===== config.mk =====
export PLATFORM = sky130hd
export DESIGN_NAME = dpcm_nibble_pair_encoder
export DESIGN_NICKNAME = d
export VERILOG_FILES = /design/src/rtl/core/dpnpe_top_level_placeholder_unused.sv /design/src/rtl/core/dpnpe_pkg.sv /design/src/rtl/core/dpcm_nibble_pair_encoder.sv /design/src/rtl/core/dpnpe_ram.sv /design/src/rtl/core/dpnpe_fifo.sv /design/src/rtl/core/dpnpe_front.sv /design/src/rtl/core/dpnpe_back.sv
export SDC_FILE = /design/constraint.sdc
export NUM_CORES = 1
export LEC_CHECK = 0
export ABC_AREA = 1
export CORE_UTILIZATION = 28
export DETAILED_ROUTE_END_ITERATION = 10
export DONT_BUFFER_PORTS = 1
export GPL_TIMING_DRIVEN = 0
export PLACE_DENSITY = 0.46
export SETUP_SLACK_MARGIN = 0.15
export SLEW_MARGIN = 20
export SYNTH_ARGS = -nofsm -noshare
export SYNTH_HDL_FRONTEND = slang
export SYNTH_SLANG_ARGS = --single-unit

===== constraint.sdc =====
create_clock -name clk -period 3.2 [get_ports clk]
set_input_delay 0 -clock clk [delete_from_list [all_inputs] [get_ports clk]]
set_output_delay 0 -clock clk [all_outputs]
set_load 0.02 [all_outputs]

===== src/rtl/core/dpnpe_top_level_placeholder_unused.sv =====
// ----------------------------------------------------------------------------
// dpnpe_stream_guard
// A name only: no module, register or other code is declared in this file,
// so nothing holds the input sample beat and the top level uses nothing here.
// ----------------------------------------------------------------------------
`default_nettype none
`default_nettype wire


===== src/rtl/core/dpnpe_pkg.sv =====
// ----------------------------------------------------------------------------
// dpnpe_pkg
// Shared types and constants of the DPCM nibble-pair encoder.
// ----------------------------------------------------------------------------
`default_nettype none

package dpnpe_pkg;

  // Entries in one chunk before its flag bytes and entries are sent.
  localparam int CHUNK_ENTRIES = 16;
  // Chunk store size; the flag word has one bit per store entry.
  localparam int STORE_DEPTH   = 16;
  localparam int IDX_W         = $clog2(STORE_DEPTH);
  localparam int FILL_W        = $clog2(STORE_DEPTH + 1);
  localparam int DELTA_LIMIT   = 7;

  // Entry queue between front and back.
  localparam int FIFO_DEPTH    = 4;
  localparam int FIFO_PTR_W    = $clog2(FIFO_DEPTH);
  localparam int FIFO_CNT_W    = $clog2(FIFO_DEPTH + 1);

  // One chunk entry as decided by the front end.
  typedef struct packed {
    logic [7:0] data;     // raw sample or packed delta pair
    logic       is_pair;  // flag bit of the entry
    logic       last;     // final entry of the stream: flush after it
  } entry_t;

  localparam int ENTRY_W = $bits(entry_t);

  typedef enum logic [1:0] {
    ST_COLLECT,
    ST_FLAG_HI,
    ST_FLAG_LO,
    ST_ENTRIES
  } back_state_t;

endpackage

`default_nettype wire


===== src/rtl/core/dpcm_nibble_pair_encoder.sv =====
// ----------------------------------------------------------------------------
// dpcm_nibble_pair_encoder
// Lossless 8-bit DPCM encoder packing pairs of small deltas into one byte.
// ----------------------------------------------------------------------------
// Usage:
//   Samples enter on the s_axis channel, one beat per sample, with tlast on
//   the last sample of a stream. Compressed bytes leave on m_axis, with tlast
//   on the final byte of the stream; after it a new stream begins.
//   The front end keeps one sample of lookahead and decides each chunk entry;
//   a four-entry queue passes the entries to the back end, which stores them
//   and sends every chunk as two flag bytes, high first, then its entries.
// Throughput: a sample is taken every cycle when it yields at most one entry
//   and the queue is not full; a sample that yields two entries holds off the
//   next sample until its second entry is queued. While a chunk goes out the
//   back end sends one byte per cycle while m_axis_tready allows and drains no
//   entries, so the front stalls once the queue is full.
// Order: the entry that closes a chunk is popped from the queue when the back
//   end is collecting; ST_FLAG_HI then loads the first flag byte for output.
// Reset: rst (synchronous) empties the queue and the chunk and starts a new
//   stream. When m_axis_tready is low the output register holds its byte,
//   the back end waits to send, and s_axis_tready falls once the queue fills.
// ----------------------------------------------------------------------------
`default_nettype none

module dpcm_nibble_pair_encoder (
  input  wire logic       clk,
  input  wire logic       rst,
  input  wire logic       s_axis_tvalid,
  output logic            s_axis_tready,
  input  wire logic [7:0] s_axis_tdata,   // [7:0] sample
  input  wire logic       s_axis_tlast,   // final_sample
  output logic            m_axis_tvalid,
  input  wire logic       m_axis_tready,
  output logic [7:0]      m_axis_tdata,   // [7:0] out_byte
  output logic            m_axis_tlast    // stream_done
);

  logic              q_push;
  logic              q_pop;
  logic              q_full;
  logic              q_empty;
  dpnpe_pkg::entry_t q_in;
  dpnpe_pkg::entry_t q_out;

  dpnpe_front u_front (
    .clk       (clk),
    .rst       (rst),
    .in_valid  (s_axis_tvalid),
    .in_ready  (s_axis_tready),
    .in_sample (s_axis_tdata),
    .in_final  (s_axis_tlast),
    .push      (q_push),
    .push_data (q_in),
    .q_full    (q_full)
  );

  dpnpe_fifo u_fifo (
    .clk       (clk),
    .rst       (rst),
    .push      (q_push),
    .push_data (q_in),
    .pop       (q_pop),
    .pop_data  (q_out),
    .full      (q_full),
    .empty     (q_empty)
  );

  dpnpe_back u_back (
    .clk       (clk),
    .rst       (rst),
    .q_data    (q_out),
    .q_empty   (q_empty),
    .q_pop     (q_pop),
    .out_valid (m_axis_tvalid),
    .out_ready (m_axis_tready),
    .out_byte  (m_axis_tdata),
    .out_done  (m_axis_tlast)
  );

endmodule

`default_nettype wire


===== src/rtl/core/dpnpe_ram.sv =====
// ----------------------------------------------------------------------------
// dpnpe_ram
// Generic single-write, single-read RAM with a registered, enabled read port.
// ----------------------------------------------------------------------------
`default_nettype none

module dpnpe_ram #(
  parameter int WIDTH = 8,
  parameter int DEPTH = 16
) (
  input  wire logic                     clk,
  input  wire logic                     wr_en,
  input  wire logic [$clog2(DEPTH)-1:0] wr_addr,
  input  wire logic [WIDTH-1:0]         wr_data,
  input  wire logic                     rd_en,
  input  wire logic [$clog2(DEPTH)-1:0] rd_addr,
  output logic      [WIDTH-1:0]         rd_data
);

  logic [WIDTH-1:0] mem [DEPTH];

  always_ff @(posedge clk) begin
    if (wr_en) begin
      mem[wr_addr] <= wr_data;
    end
    if (rd_en) begin
      rd_data <= mem[rd_addr];
    end
  end

endmodule

`default_nettype wire


===== src/rtl/core/dpnpe_fifo.sv =====
// ----------------------------------------------------------------------------
// dpnpe_fifo
// Short entry queue that decouples the classifying front from the chunk back.
// ----------------------------------------------------------------------------
`default_nettype none

module dpnpe_fifo (
  input  wire logic              clk,
  input  wire logic              rst,
  input  wire logic              push,
  input  wire dpnpe_pkg::entry_t push_data,
  input  wire logic              pop,
  output dpnpe_pkg::entry_t      pop_data,
  output logic                   full,
  output logic                   empty
);

  dpnpe_pkg::entry_t                     slots [dpnpe_pkg::FIFO_DEPTH];
  logic [dpnpe_pkg::FIFO_PTR_W-1:0]      wr_ptr;
  logic [dpnpe_pkg::FIFO_PTR_W-1:0]      rd_ptr;
  logic [dpnpe_pkg::FIFO_CNT_W-1:0]      count;

  assign full     = (count == dpnpe_pkg::FIFO_CNT_W'(dpnpe_pkg::FIFO_DEPTH));
  assign empty    = (count == '0);
  assign pop_data = slots[rd_ptr];

  always_ff @(posedge clk) begin
    if (push) begin
      slots[wr_ptr] <= push_data;
    end
  end

  always_ff @(posedge clk) begin
    if (rst) begin
      wr_ptr <= '0;
      rd_ptr <= '0;
      count  <= '0;
    end else begin
      if (push) begin
        wr_ptr <= wr_ptr + 1'b1;
      end
      if (pop) begin
        rd_ptr <= rd_ptr + 1'b1;
      end
      if (push && !pop) begin
        count <= count + 1'b1;
      end else if (pop && !push) begin
        count <= count - 1'b1;
      end
    end
  end

endmodule

`default_nettype wire


===== src/rtl/core/dpnpe_front.sv =====
// ----------------------------------------------------------------------------
// dpnpe_front
// Accepts samples, keeps the lookahead and reference, and classifies each
// sample pair into packed or raw chunk entries for the queue.
// ----------------------------------------------------------------------------
`default_nettype none

module dpnpe_front (
  input  wire logic              clk,
  input  wire logic              rst,
  input  wire logic              in_valid,
  output logic                   in_ready,
  input  wire logic [7:0]        in_sample,
  input  wire logic              in_final,
  output logic                   push,
  output dpnpe_pkg::entry_t      push_data,
  input  wire logic              q_full
);

  localparam logic signed [8:0] LIMIT = 9'(dpnpe_pkg::DELTA_LIMIT);

  logic [7:0]        reference_sample;
  logic [7:0]        held_sample;
  logic              held_valid;
  logic              pend_valid;
  dpnpe_pkg::entry_t pend;

  logic [7:0]        reference_sample_next;
  logic [7:0]        held_sample_next;
  logic              held_valid_next;

  logic signed [8:0] d;
  logic signed [8:0] dn;
  logic              pair_ok;
  logic              accept;
  logic              e0_valid;
  logic              e1_valid;
  dpnpe_pkg::entry_t e0;
  dpnpe_pkg::entry_t e1;

  // Deltas are taken at nine bits so that no 8-bit wrap enters the test.
  assign d       = $signed({held_sample[7], held_sample})
                 - $signed({reference_sample[7], reference_sample});
  assign dn      = $signed({in_sample[7], in_sample})
                 - $signed({held_sample[7], held_sample});
  assign pair_ok = (d >= -LIMIT) && (d <= LIMIT) && (dn >= -LIMIT) && (dn <= LIMIT);

  assign in_ready = !pend_valid && !q_full;
  assign accept   = in_valid && in_ready;

  always_comb begin
    e0_valid              = 1'b0;
    e1_valid              = 1'b0;
    e0                    = '{data: in_sample, is_pair: 1'b0, last: in_final};
    e1                    = '{data: in_sample, is_pair: 1'b0, last: 1'b1};
    reference_sample_next = reference_sample;
    held_sample_next      = held_sample;
    held_valid_next       = held_valid;
    if (held_valid) begin
      e0_valid        = 1'b1;
      held_valid_next = 1'b0;
      if (pair_ok) begin
        e0                    = '{data: {dn[3:0], d[3:0]}, is_pair: 1'b1, last: in_final};
        reference_sample_next = in_sample;
      end else begin
        e0                    = '{data: held_sample, is_pair: 1'b0, last: 1'b0};
        reference_sample_next = held_sample;
        if (in_final) begin
          e1_valid              = 1'b1;
          reference_sample_next = in_sample;
        end else begin
          held_sample_next = in_sample;
          held_valid_next  = 1'b1;
        end
      end
    end else if (in_final) begin
      e0_valid = 1'b1;
    end else begin
      held_sample_next = in_sample;
      held_valid_next  = 1'b1;
    end
    // The end of a stream clears the reference and the held sample, as reset does.
    if (in_final) begin
      reference_sample_next = '0;
      held_sample_next      = '0;
      held_valid_next       = 1'b0;
    end
  end

  assign push      = accept ? e0_valid : (pend_valid && !q_full);
  assign push_data = accept ? e0 : pend;

  always_ff @(posedge clk) begin
    if (accept) begin
      pend <= e1;
    end
  end

  always_ff @(posedge clk) begin
    if (rst) begin
      reference_sample <= '0;
      held_sample      <= '0;
      held_valid       <= 1'b0;
      pend_valid       <= 1'b0;
    end else if (accept) begin
      reference_sample <= reference_sample_next;
      held_sample      <= held_sample_next;
      held_valid       <= held_valid_next;
      pend_valid       <= e1_valid;
    end else if (pend_valid && !q_full) begin
      pend_valid <= 1'b0;
    end
  end

endmodule

`default_nettype wire


===== src/rtl/core/dpnpe_back.sv =====
// ----------------------------------------------------------------------------
// dpnpe_back
// Gathers queued entries into the chunk store and sends each chunk as two
// flag bytes and its entries through a registered output stage.
// ----------------------------------------------------------------------------
`default_nettype none

module dpnpe_back (
  input  wire logic              clk,
  input  wire logic              rst,
  input  wire dpnpe_pkg::entry_t q_data,
  input  wire logic              q_empty,
  output logic                   q_pop,
  output logic                   out_valid,
  input  wire logic              out_ready,
  output logic [7:0]             out_byte,
  output logic                   out_done
);

  localparam logic [dpnpe_pkg::FILL_W-1:0] CHUNK_FULL =
    dpnpe_pkg::FILL_W'(dpnpe_pkg::CHUNK_ENTRIES);

  dpnpe_pkg::back_state_t               state;
  dpnpe_pkg::back_state_t               state_next;
  logic [dpnpe_pkg::FILL_W-1:0]         fill;
  logic [dpnpe_pkg::FILL_W-1:0]         fill_inc;
  logic [dpnpe_pkg::STORE_DEPTH-1:0]    flags;
  logic                                 fin;
  logic [dpnpe_pkg::IDX_W-1:0]          k;

  logic                                 adv;
  logic                                 is_end;
  logic                                 emit;
  logic [7:0]                           emit_byte;
  logic                                 emit_last;
  logic                                 ram_rd_en;
  logic [dpnpe_pkg::IDX_W-1:0]          ram_rd_addr;
  logic [7:0]                           ram_rd_data;

  assign fill_inc = fill + 1'b1;
  assign adv      = !out_valid || out_ready;
  assign is_end   = ({1'b0, k} + 1'b1) == fill;

  dpnpe_ram #(
    .WIDTH (8),
    .DEPTH (dpnpe_pkg::STORE_DEPTH)
  ) u_store (
    .clk     (clk),
    .wr_en   (q_pop),
    .wr_addr (fill[dpnpe_pkg::IDX_W-1:0]),
    .wr_data (q_data.data),
    .rd_en   (ram_rd_en),
    .rd_addr (ram_rd_addr),
    .rd_data (ram_rd_data)
  );

  always_comb begin
    state_next = state;
    case (state)
      dpnpe_pkg::ST_COLLECT: begin
        if (!q_empty && (fill_inc == CHUNK_FULL || q_data.last)) begin
          state_next = dpnpe_pkg::ST_FLAG_HI;
        end
      end
      dpnpe_pkg::ST_FLAG_HI: begin
        if (adv) begin
          state_next = dpnpe_pkg::ST_FLAG_LO;
        end
      end
      dpnpe_pkg::ST_FLAG_LO: begin
        if (adv) begin
          state_next = (fill == '0) ? dpnpe_pkg::ST_COLLECT : dpnpe_pkg::ST_ENTRIES;
        end
      end
      dpnpe_pkg::ST_ENTRIES: begin
        if (adv && is_end) begin
          // A full chunk at stream end is followed by an empty flush chunk.
          state_next = (fin && fill == CHUNK_FULL) ? dpnpe_pkg::ST_FLAG_HI
                                                   : dpnpe_pkg::ST_COLLECT;
        end
      end
      default: state_next = dpnpe_pkg::ST_COLLECT;
    endcase
  end

  always_comb begin
    q_pop       = 1'b0;
    emit        = 1'b0;
    emit_byte   = flags[15:8];
    emit_last   = 1'b0;
    ram_rd_en   = 1'b0;
    ram_rd_addr = k + 1'b1;
    case (state)
      dpnpe_pkg::ST_COLLECT: begin
        q_pop = !q_empty;
      end
      dpnpe_pkg::ST_FLAG_HI: begin
        emit = adv;
      end
      dpnpe_pkg::ST_FLAG_LO: begin
        // The first entry is fetched while the low flag byte goes out.
        emit        = adv;
        emit_byte   = flags[7:0];
        emit_last   = fin && (fill == '0);
        ram_rd_en   = adv && (fill != '0);
        ram_rd_addr = '0;
      end
      dpnpe_pkg::ST_ENTRIES: begin
        emit      = adv;
        emit_byte = ram_rd_data;
        emit_last = fin && is_end && (fill != CHUNK_FULL);
        ram_rd_en = adv && !is_end;
      end
      default: begin
        q_pop = 1'b0;
      end
    endcase
  end

  always_ff @(posedge clk) begin
    if (emit) begin
      out_byte <= emit_byte;
      out_done <= emit_last;
    end
  end

  always_ff @(posedge clk) begin
    if (rst) begin
      state     <= dpnpe_pkg::ST_COLLECT;
      fill      <= '0;
      flags     <= '0;
      fin       <= 1'b0;
      k         <= '0;
      out_valid <= 1'b0;
    end else begin
      state <= state_next;
      if (emit) begin
        out_valid <= 1'b1;
      end else if (out_ready) begin
        out_valid <= 1'b0;
      end
      if (q_pop) begin
        fill  <= fill_inc;
        flags <= flags | (dpnpe_pkg::STORE_DEPTH'(q_data.is_pair)
                          << fill[dpnpe_pkg::IDX_W-1:0]);
        fin   <= q_data.last;
      end
      if (state == dpnpe_pkg::ST_FLAG_LO && adv) begin
        k <= '0;
        if (fill == '0) begin
          fin <= 1'b0;
        end
      end
      if (state == dpnpe_pkg::ST_ENTRIES && adv) begin
        k <= k + 1'b1;
        if (is_end) begin
          fill  <= '0;
          flags <= '0;
          if (!(fin && fill == CHUNK_FULL)) begin
            fin <= 1'b0;
          end
        end
      end
    end
  end

endmodule

`default_nettype wire


==> flow_metrics.tcl, run 1 <==
set metrics [dict create \
    layout_common_cells "nand2_1, edfxtp_1, nor2_1" \
    grtUsageTotal 0.149 \
    synth_top_family_by_area "simple AND/OR/NAND/NOR gates" \
    antenna_cells 0 \
    yosys.area_share.simple 0.172 \
    syn_nets 1141 \
    end_kind "flop" \
    worstPathRequired_ns 3.46 \
    ys_types 51 \
    hold_viol 0 \
    nNetsFinal 1196 \
    drt-pass1-iter-count 5 \
    relSlewSlack 0.315 \
    post-dp-hpwl_mm 20.8 \
    initial_core_util 0.286 \
    clk_pin_slew_ns 0.06 \
    syn-instance-count 1098 \
    synth_compound_gate_area_share 0.121 \
    io_pins 24 \
    wl_per_cell_um 17.8 \
    p_total_mw 10.2 \
    clock_latency_ns 0.56 \
    drc 0 \
    num_rows 72 \
    r2r-start "u_back.k[0]$_SDFFE_PP0P_" \
    synth_edf_count 193 \
    synth-main-ff-cell "edfxtp_1" \
    core_area_mm2 0.0390 \
    grt_setup_unrepaired "false" \
    intPower_mw 6.81 \
    worst-r2r-cell-count 7 \
    grt_overflow_total 0 \
    antenna_left 0 \
    fp.dieW_um 202 \
    power.density_mw_per_mm2 787 \
    synth_fa_ha_area_frac 0.0356 \
    die_y_um 202 \
    die_area_mm2 0.0407 \
    crit_type "flop to flop" \
    dr_total_vias 8112 \
    syn_to_final_growth_pct 16.6 \
    cts.sinks 249 \
    slew_violations 0 \
    p_clk_frac 0.302 \
    ys_async_sr_fraction 0 \
    drtIter0Drc 532 \
    numPortBuffers 0 \
    fin_crit_ns 2.90 \
    status "complete, no violations" \
    tightest_slew_ns 1.02 \
    antenna_found_initial 0 \
    clockBufferDepth 3 \
    arrival_ns 3.15 \
    grt_pass1_wl_mm 47.2 \
    drt-vias-per-instance 4.80 \
    crit_chain "ha_1 > xnor2_1 > nor2_1 > clkbuf_1 > a221oi_1 > a211oi_1 > a31oi_1" \
    cts_root_buf "clkbuf_16" \
    cp_max_fo 10 \
    worstHoldStart "s_axis_tdata[7]" \
    p_comb_frac 0.262 \
    fin_skew_ns 0.0215 \
    p_leak_nw 4.70 \
    seq_area_frac_synth 0.619 \
    min_path_type "input port to flop" \
    r2r_end "u_back.u_store.rd_data[0]$_DFFE_PP_" \
    swShare 0.335 \
    ys_warn_count 0 \
    pwr-share-seq 0.436 \
    path_buf_inv 1 \
    tritoncts "built" \
    synthMuxAreaShare 0 \
    grt_pass1_vias 8165 \
    start_kind "flop" \
    drv_cap 0 \
    crit_slowest_cell "nor2_1" \
    numCtsBuffers 27 \
    switchingPower_mw 3.43 \
    wl_mm 30.0 \
    grt_max_degree 18 \
    netlist_area_mm2 0.0112 \
    regToRegSetupSlack_ns 0.30 \
    setup_viol 0 \
    drive_gt1_frac 0.0844 \
    tns_ns 0 \
    htree_num_levels 1 \
    mostFrequentLayoutCell "nand2_1" \
    fmax_mhz 345 \
    synth_xor_area_frac 0.00706 \
    crit_family "compound AO/OA/AOI/OAI gates" \
    syn_avg_cell_area_um2 10.2 \
    gp_congestion 0.827 \
    post-route-period-util 0.905 \
    min_to "u_front.reference_sample[5]$_SDFFE_PP0P_" \
    synth_seq_cells 249 \
    hold-path-cell-count 9 \
    vdd_drop_max_v 0.000381 \
    critPathMaxStageDelay_ns 0.66 \
    worst-path-stages 7 \
]
-- layout make-up --
type / instances / area [um2]
plain buffers: 39 / 171
clock buffers: 42 / 772
clock inverters: 7 / 103
repair buffers: 26 / 260
multi-input cells: 719 / 3810
fillers: 4052 / 26000
flip-flops and latches: 249 / 6920
inverters: 91 / 342
well taps: 518 / 648
-- per-layer routing --
layer / global-route usage / share of wire / up-vias / wire length [um]
met5: 0 / 0 / - / 0
met3: 0.0204 / 0.046 / 50 / 1370
met1: 0.192 / 0.45 / 3903 / 13400
li1: - / - / 3967 / -
met2: 0.258 / 0.48 / 192 / 14500
met4: 0.0463 / 0.025 / 0 / 741
-- cell families after synthesis --
logic type | count (synthesis)
simple gates | 453
fa+ha+maj | 30
flops | 249
xor+xnor | 9
compound gates | 227
buf+inv | 130
-- power by group through the flow --
stage / Clock, mW / Sequential [mW] / Combinational, mW
2_1_floorplan: 0 / 4.47 / 1.66
3_3_place_gp: 0 / 4.55 / 2.48
3_5_place_dp: 0 / 4.54 / 2.62
4_1_cts: 3.16 / 4.47 / 2.65
5_1_grt: 3.27 / 4.51 / 2.99
6_report: 3.10 / 4.47 / 2.68
-- synth_stat cells (all sizes together) (4+ instances only) --
master / number / area, um2
nor3: 5 / 25.0
clkinv: 4 / 15.0
edfxtp: 193 / 5800
a221o: 8 / 80.1
a221oi: 6 / 52.6
clkbuf: 30 / 113
a21oi: 77 / 389
ha: 27 / 338
nand4: 8 / 50.1
nand2: 212 / 808
inv: 87 / 327
nor2: 145 / 576
nand3: 71 / 373
o22ai: 36 / 225
a31oi: 8 / 50.1
xor2: 7 / 61.3
dfxtp: 56 / 1120
o21ai: 69 / 364
nand3b: 7 / 52.6
buf: 9 / 56.3
a211oi: 10 / 75.1
-- worst max-delay path by stage --
stage                                                   start                                   to  slack (ns)
after floorplan           u_front.held_sample[0]$_SDFFE_PP0P_         u_fifo.slots[0][8]$_DFFE_PP_        0.71
after global placement                                   flop  u_back.u_store.mem[15][2]$_DFFE_PP_        0.03
after detailed placement         u_fifo.count[0]$_SDFFE_PP0P_         u_fifo.slots[0][3]$_DFFE_PP_        0.18
after CTS                        u_fifo.count[0]$_SDFFE_PP0P_         u_fifo.slots[0][3]$_DFFE_PP_        0.17
after global routing             u_fifo.count[0]$_SDFFE_PP0P_         u_fifo.slots[3][5]$_DFFE_PP_        0.14
final                                u_back.k[0]$_SDFFE_PP0P_  u_back.u_store.rd_data[0]$_DFFE_PP_        0.30
-- per-stage QoR --
stage | worst slack [ns] | area (um2) | util | hold WS (ns) | instances
after detailed placement | 0.185 | 11900 | 0.306 | 0.100 | 1622
after CTS | 0.170 | 12900 | 0.332 | 0.223 | 1683
after floorplan | 0.715 | 11200 | - | 0.0989 | 1098
after global placement | 0.0275 | 11800 | 0.303 | 0.0999 | 1616
after global routing | 0.140 | 13000 | 0.334 | 0.243 | 1691
final | 0.305 | 13000 | 0.334 | 0.250 | 1691
-- tightest hold or removal path, delay by kind of cell --
kind / cells / cell delay [ns]
simple gates: 4 / 0.27
buf+inv: 2 / 0.19
fa+ha+maj: 1 / 0.14
compound gates: 2 / 0.13
-- timing repair --
action	4_1_cts	5_1_grt
hold endpoints to repair	64	0
gates resized for setup	0	9
buffers inserted	0	8
hold buffers	12	0
endpoints found under the setup margin	0	64
-- registers in the layout, indices dropped and copies added, names as in the netlist, 3 cells and up, named ones only --
signal and cells:
u_front.reference_sample 8, u_front.pend 8, u_front.held_sample 8, u_back.fill 5
u_back.u_store.mem 128, u_back.flags 16, u_fifo.count 3, u_back.k 4
u_fifo.slots 40, u_back.out_byte 8, u_back.u_store.rd_data 8
No activity file was read; power rests on OpenSTA's default activity.
==> run 2, diff against run 1 <==
--- a/config.mk
+++ b/config.mk
@@ -7,4 +7,5 @@
 export LEC_CHECK = 0
 export ABC_AREA = 1
+export CORE_MARGIN = 2
 export CORE_UTILIZATION = 28
 export DETAILED_ROUTE_END_ITERATION = 10
==> constraint.sdc (replaced) <==
create_clock -name clk -period 3.2 [get_ports clk]
set_input_delay 0.8 -clock clk [delete_from_list [all_inputs] [get_ports clk]]
set_output_delay 0.8 -clock clk [all_outputs]
set_load 0.02 [all_outputs]
==> flow_metrics.tcl, run 2 (synthesis results as in run 1) <==
set metrics [dict create \
    status "complete, no violations" \
    tritoncts "built" \
    grtUsageMet2 0.248 \
    worstPathRequired_ns 3.46 \
    gp_congestion 0.787 \
    syn_to_final_growth_pct 15.7 \
    largest_reg_flops 128 \
    drt-vias-per-instance 4.80 \
    core_area_mm2 0.0395 \
    ctsHoldBuffers 0 \
    post-route-period-util 0.886 \
    fp.dieW_um 204 \
    dr_total_vias 8081 \
    fin_hold_ws_ns 0.345 \
    post-dp-hpwl_mm 20.6 \
    drt-pass1-iter-count 5 \
    clockBufferDepth 3 \
    hold_viol 0 \
    num_rows 73 \
    power.density_mw_per_mm2 797 \
    grtUsageTotal 0.144 \
    grt_overflow_total 0 \
    cts.sinks 249 \
    drive_gt1_frac 0.0879 \
    top_register "u_back.u_store.mem" \
    grt_use_met1 0.184 \
    numCtsBuffers 27 \
    layout_common_cells "nand2_1, edfxtp_1, nor2_1" \
    end_kind "flop" \
    reg_top3 "u_back.u_store.mem: 128 flops, u_fifo.slots: 40 flops, u_back.flags: 16 flops" \
    grt_pass1_wl_mm 46.3 \
    hold-path-cell-count 0 \
    tightest_slew_ns 1.03 \
    die_y_um 204 \
    grt_busiest_layer "met2" \
    setup_viol 0 \
    drv_cap 0 \
    io_pins 24 \
    fin_skew_ns 0.0185 \
    vdd_drop_max_v 0.000443 \
    mostFrequentLayoutCell "nand2_1" \
    wl_per_cell_um 17.7 \
    antenna_cells 0 \
    num-fill-cells 4074 \
    min_path_type "input port to flop" \
    slew_violations 0 \
    fin_area_mm2 0.0129 \
    die_area_mm2 0.0415 \
    clk_pin_slew_ns 0.06 \
    clock_latency_ns 0.56 \
    fin_crit_ns 2.84 \
    fmax_mhz 353 \
    arrival_ns 3.09 \
    numPortBuffers 0 \
    regArea_mm2 0.00692 \
    p_leak_nw 4.65 \
    grt_setup_unrepaired "true" \
    drtIter0Drc 491 \
    multi_input_area_mm2 0.00383 \
    antenna_left 0 \
    grt_max_degree 18 \
    antenna_found_initial 0 \
    initial_core_util 0.282 \
    htree_num_levels 1 \
    relSlewSlack 0.312 \
    start_kind "flop" \
    cp_max_fo 10 \
    grt_pass1_vias 8087 \
    place_area_mm2 0.0120 \
    gr-usage-met3 0.0227 \
    drc 0 \
    wl_mm 29.8 \
    cts_root_buf "clkbuf_16" \
    nNetsFinal 1182 \
    crit_type "flop to flop" \
    worst-r2r-cell-count 7 \
]
run 2: cell count changes in the layout (fill, tap and decap cells not counted), moves of 2 or more:
cell | previous run | this run
dlygate4sd3_1 | 12 | 0
nand2_1 | 209 | 207
buf_6 | 6 | 8
clkinv_1 | 4 | 6
clkbuf_1 | 40 | 37
nand2_2 | 2 | 4
buf_4 | 8 | 4
run 2: critical path, cell delays in order (launching register included):
cell	delay, ns
dfxtp_1	0.49
ha_1	0.24
xnor2_1	0.09
nor2_1	0.61
clkbuf_1	0.43
a221oi_1	0.11
a211oi_1	0.45
a31oi_1	0.13
run 2: timing repair:
action                     CTS  global route
resized for setup            0            14
setup buffers                0             6
setup endpoints to repair    0            82
run 2: per-layer routing:
| metal | up-vias | part of all wire |
|---|---|---|
| li1 | 3957 | - |
| met1 | 3895 | 0.45 |
| met2 | 167 | 0.48 |
| met3 | 62 | 0.043 |
| met4 | 0 | 0.032 |
| met5 | - | 0 |
run 2: path summary, 6_finish.rpt:
check,startpoint,endpoint,slack [ns]
worst max-delay path,u_back.k[0]$_SDFFE_PP0P_,u_back.u_store.rd_data[3]$_DFFE_PP_,0.36
worst min register to register,u_fifo.rd_ptr[1]$_SDFFE_PP0P_,u_fifo.rd_ptr[1]$_SDFFE_PP0P_,0.46
worst max register to register,u_back.k[0]$_SDFFE_PP0P_,u_back.u_store.rd_data[3]$_DFFE_PP_,0.36
worst min-delay path,s_axis_tdata[7],u_front.pend[9]$_DFFE_PP_,0.35
run 2: final cells by class:
cell class,instances,share of cell area
multi-input combinational,719,0.296
sequential,249,0.535
timing repair buffer,12,0.00949
buffer,39,0.0133
clock buffer,39,0.0589
tap,525,0.0508
clock inverter,11,0.00958
inverter,91,0.0264
run 2: power breakdown:
group	internal (mW)	switching [mW]	total (mW)
Clock	1.82	1.30	3.12
Sequential	4.23	0.243	4.47
Combinational	0.763	1.95	2.71
Total	6.81	3.49	10.3
run 2: metrics by stage:
| step | setup WS [ns] | TNS, ns | utilization | power, mW | cells |
|---|---|---|---|---|---|
| 2_1_floorplan | 0.215 | 0 | - | 6.13 | 1098 |
| 3_3_place_gp | -0.307 | -5.79 | 0.299 | 7.06 | 1623 |
| 3_5_place_dp | -0.273 | -5.68 | 0.302 | 7.19 | 1629 |
| 4_1_cts | 0.153 | 0 | 0.325 | 10.3 | 1679 |
| 5_1_grt | 0.127 | 0 | 0.327 | 10.8 | 1685 |
| 6_report | 0.364 | 0 | 0.327 | 10.3 | 1685 |
==> run 3, diff against run 2 <==
RECOVER_POWER = 25   (was default)
SLEW_MARGIN = default   (was 20)
==> flow_metrics.tcl, run 3 (synthesis results as in run 1) <==
set metrics [dict create \
    final_cells 1683 \
    drt-vias-per-instance 4.76 \
    grtUsageTotal 0.143 \
    layout_common_cells "nand2_1, edfxtp_1, nor2_1" \
    min_path_type "input port to flop" \
    dp.cells 1624 \
    crit_type "flop to flop" \
    drv_cap 0 \
    power.density_mw_per_mm2 783 \
    dr_total_vias 8007 \
    tritoncts "built" \
    drc 0 \
    drtIter0Drc 556 \
    p_total_mw 10.0 \
    io_pins 24 \
    syn_to_final_growth_pct 14.7 \
    tightest_slew_ns 1.38 \
    clockBufferDepth 3 \
    fmax_mhz 349 \
    cts_root_buf "clkbuf_16" \
    numCtsBuffers 27 \
    tns_ns 0 \
    grt_overflow_total 0 \
    arrival_ns 3.02 \
    initial_core_util 0.282 \
    slew_violations 0 \
    crit_family "simple AND/OR/NAND/NOR gates" \
    cp_max_fo 10 \
    crit_chain "nor3_1 > nor2_2 > nand2_1 > inv_1 > o21ai_2 > nand2_1 > inv_1 > nor2_1" \
    hold_viol 0 \
    drt-pass1-iter-count 5 \
    nNetsFinal 1181 \
    grt_pass1_wl_mm 45.9 \
    num-fill-cells 4085 \
    htree_num_levels 1 \
    crit_slowest_cell "nor2_1" \
    antenna_found_initial 0 \
    cts.sinks 249 \
    grt_pass1_vias 7947 \
    wl_per_cell_um 17.6 \
    relSlewSlack 0.0826 \
    end_kind "flop" \
    top_register "u_back.u_store.mem" \
    start_kind "flop" \
    post-dp-hpwl_mm 20.2 \
    reg_top3 "u_back.u_store.mem: 128 flops, u_fifo.slots: 40 flops, u_back.flags: 16 flops" \
    die_area_mm2 0.0415 \
    vdd_drop_max_v 0.000430 \
    status "complete, no violations" \
    dp_worst_setup_slack_ns -0.285 \
    fin_skew_ns 0.0231 \
    wl_mm 29.6 \
    core_area_mm2 0.0395 \
    post-route-period-util 0.896 \
    fin_crit_ns 2.87 \
    mostFrequentLayoutCell "nand2_1" \
    drive_gt1_frac 0.0812 \
    grt_max_degree 18 \
    numPortBuffers 0 \
    p_leak_nw 4.59 \
    grt_setup_unrepaired "true" \
    antenna_left 0 \
    critPathMaxStageDelay_ns 0.80 \
    path_buf_inv 2 \
    gp_congestion 0.787 \
    antenna_cells 0 \
    timing.final.ws_setup_ns 0.333 \
    worstPathRequired_ns 3.35 \
    clock_latency_ns 0.55 \
    setup_viol 0 \
    fp.dieW_um 204 \
    die_y_um 204 \
    clk_pin_slew_ns 0.06 \
    largest_reg_flops 128 \
    num_rows 73 \
    ctsHoldBuffers 0 \
]
run 3: changes by cell type in the layout (fill, tap and decap cells not counted), sizes merged:
cell / previous run / this run
clkbuf: 71 / 68
clkinvlp: 2 / 4
bufinv: 2 / 1
clkinv: 9 / 12
buf: 19 / 16
run 3: what timing repair did:
action | in CTS | in global routing
setup endpoints to repair | 0 | 83
resized for setup | 0 | 16
setup buffers | 0 | 9
run 3: where the power goes:
| group | leakage [nW] | switching, mW | internal, mW |
|---|---|---|---|
| clock | 0.396 | 1.29 | 1.66 |
| sequential | 2.22 | 0.243 | 4.24 |
| combinational | 1.98 | 1.91 | 0.695 |
run 3: final timing paths:
kind / from / end / slack, ns / cells past startpoint
worst min-delay path: s_axis_tdata[7] / u_front.pend[9]$_DFFE_PP_ / 0.35 / 0
worst max-delay path: u_fifo.count[0]$_SDFFE_PP0P_ / u_fifo.slots[0][7]$_DFFE_PP_ / 0.33 / 8
worst max register to register: u_fifo.count[0]$_SDFFE_PP0P_ / u_fifo.slots[0][7]$_DFFE_PP_ / 0.33 / 8
worst min register to register: u_fifo.rd_ptr[1]$_SDFFE_PP0P_ / flop / 0.46 / 2
run 3: cell type report:
type,count,area [um2],area share
Timing Repair Buffer,11,88.8,0.00693
Multi-Input combinational cell,719,3810,0.297
Tap cell,525,657,0.0512
Clock inverter,15,123,0.00957
Inverter,91,342,0.0266
Sequential cell,249,6920,0.540
Buffer,39,171,0.0134
Clock buffer,34,712,0.0555
run 3: per-stage QoR:
stage	cell area (um2)	util	hold slack (ns)
after global placement	11800	0.299	0.450
after detailed placement	11900	0.300	0.455
after CTS	12700	0.321	0.332
after floorplan	11200	-	0.436
final	12800	0.324	0.349
after global routing	12800	0.324	0.330
run 3: per-layer routing:
layer / track usage / vias to the layer above / share of wire
met5: 0 / - / 0
met1: 0.184 / 3871 / 0.45
met3: 0.0214 / 47 / 0.037
li1: - / 3944 / -
met2: 0.247 / 145 / 0.48
met4: 0.0467 / 0 / 0.028
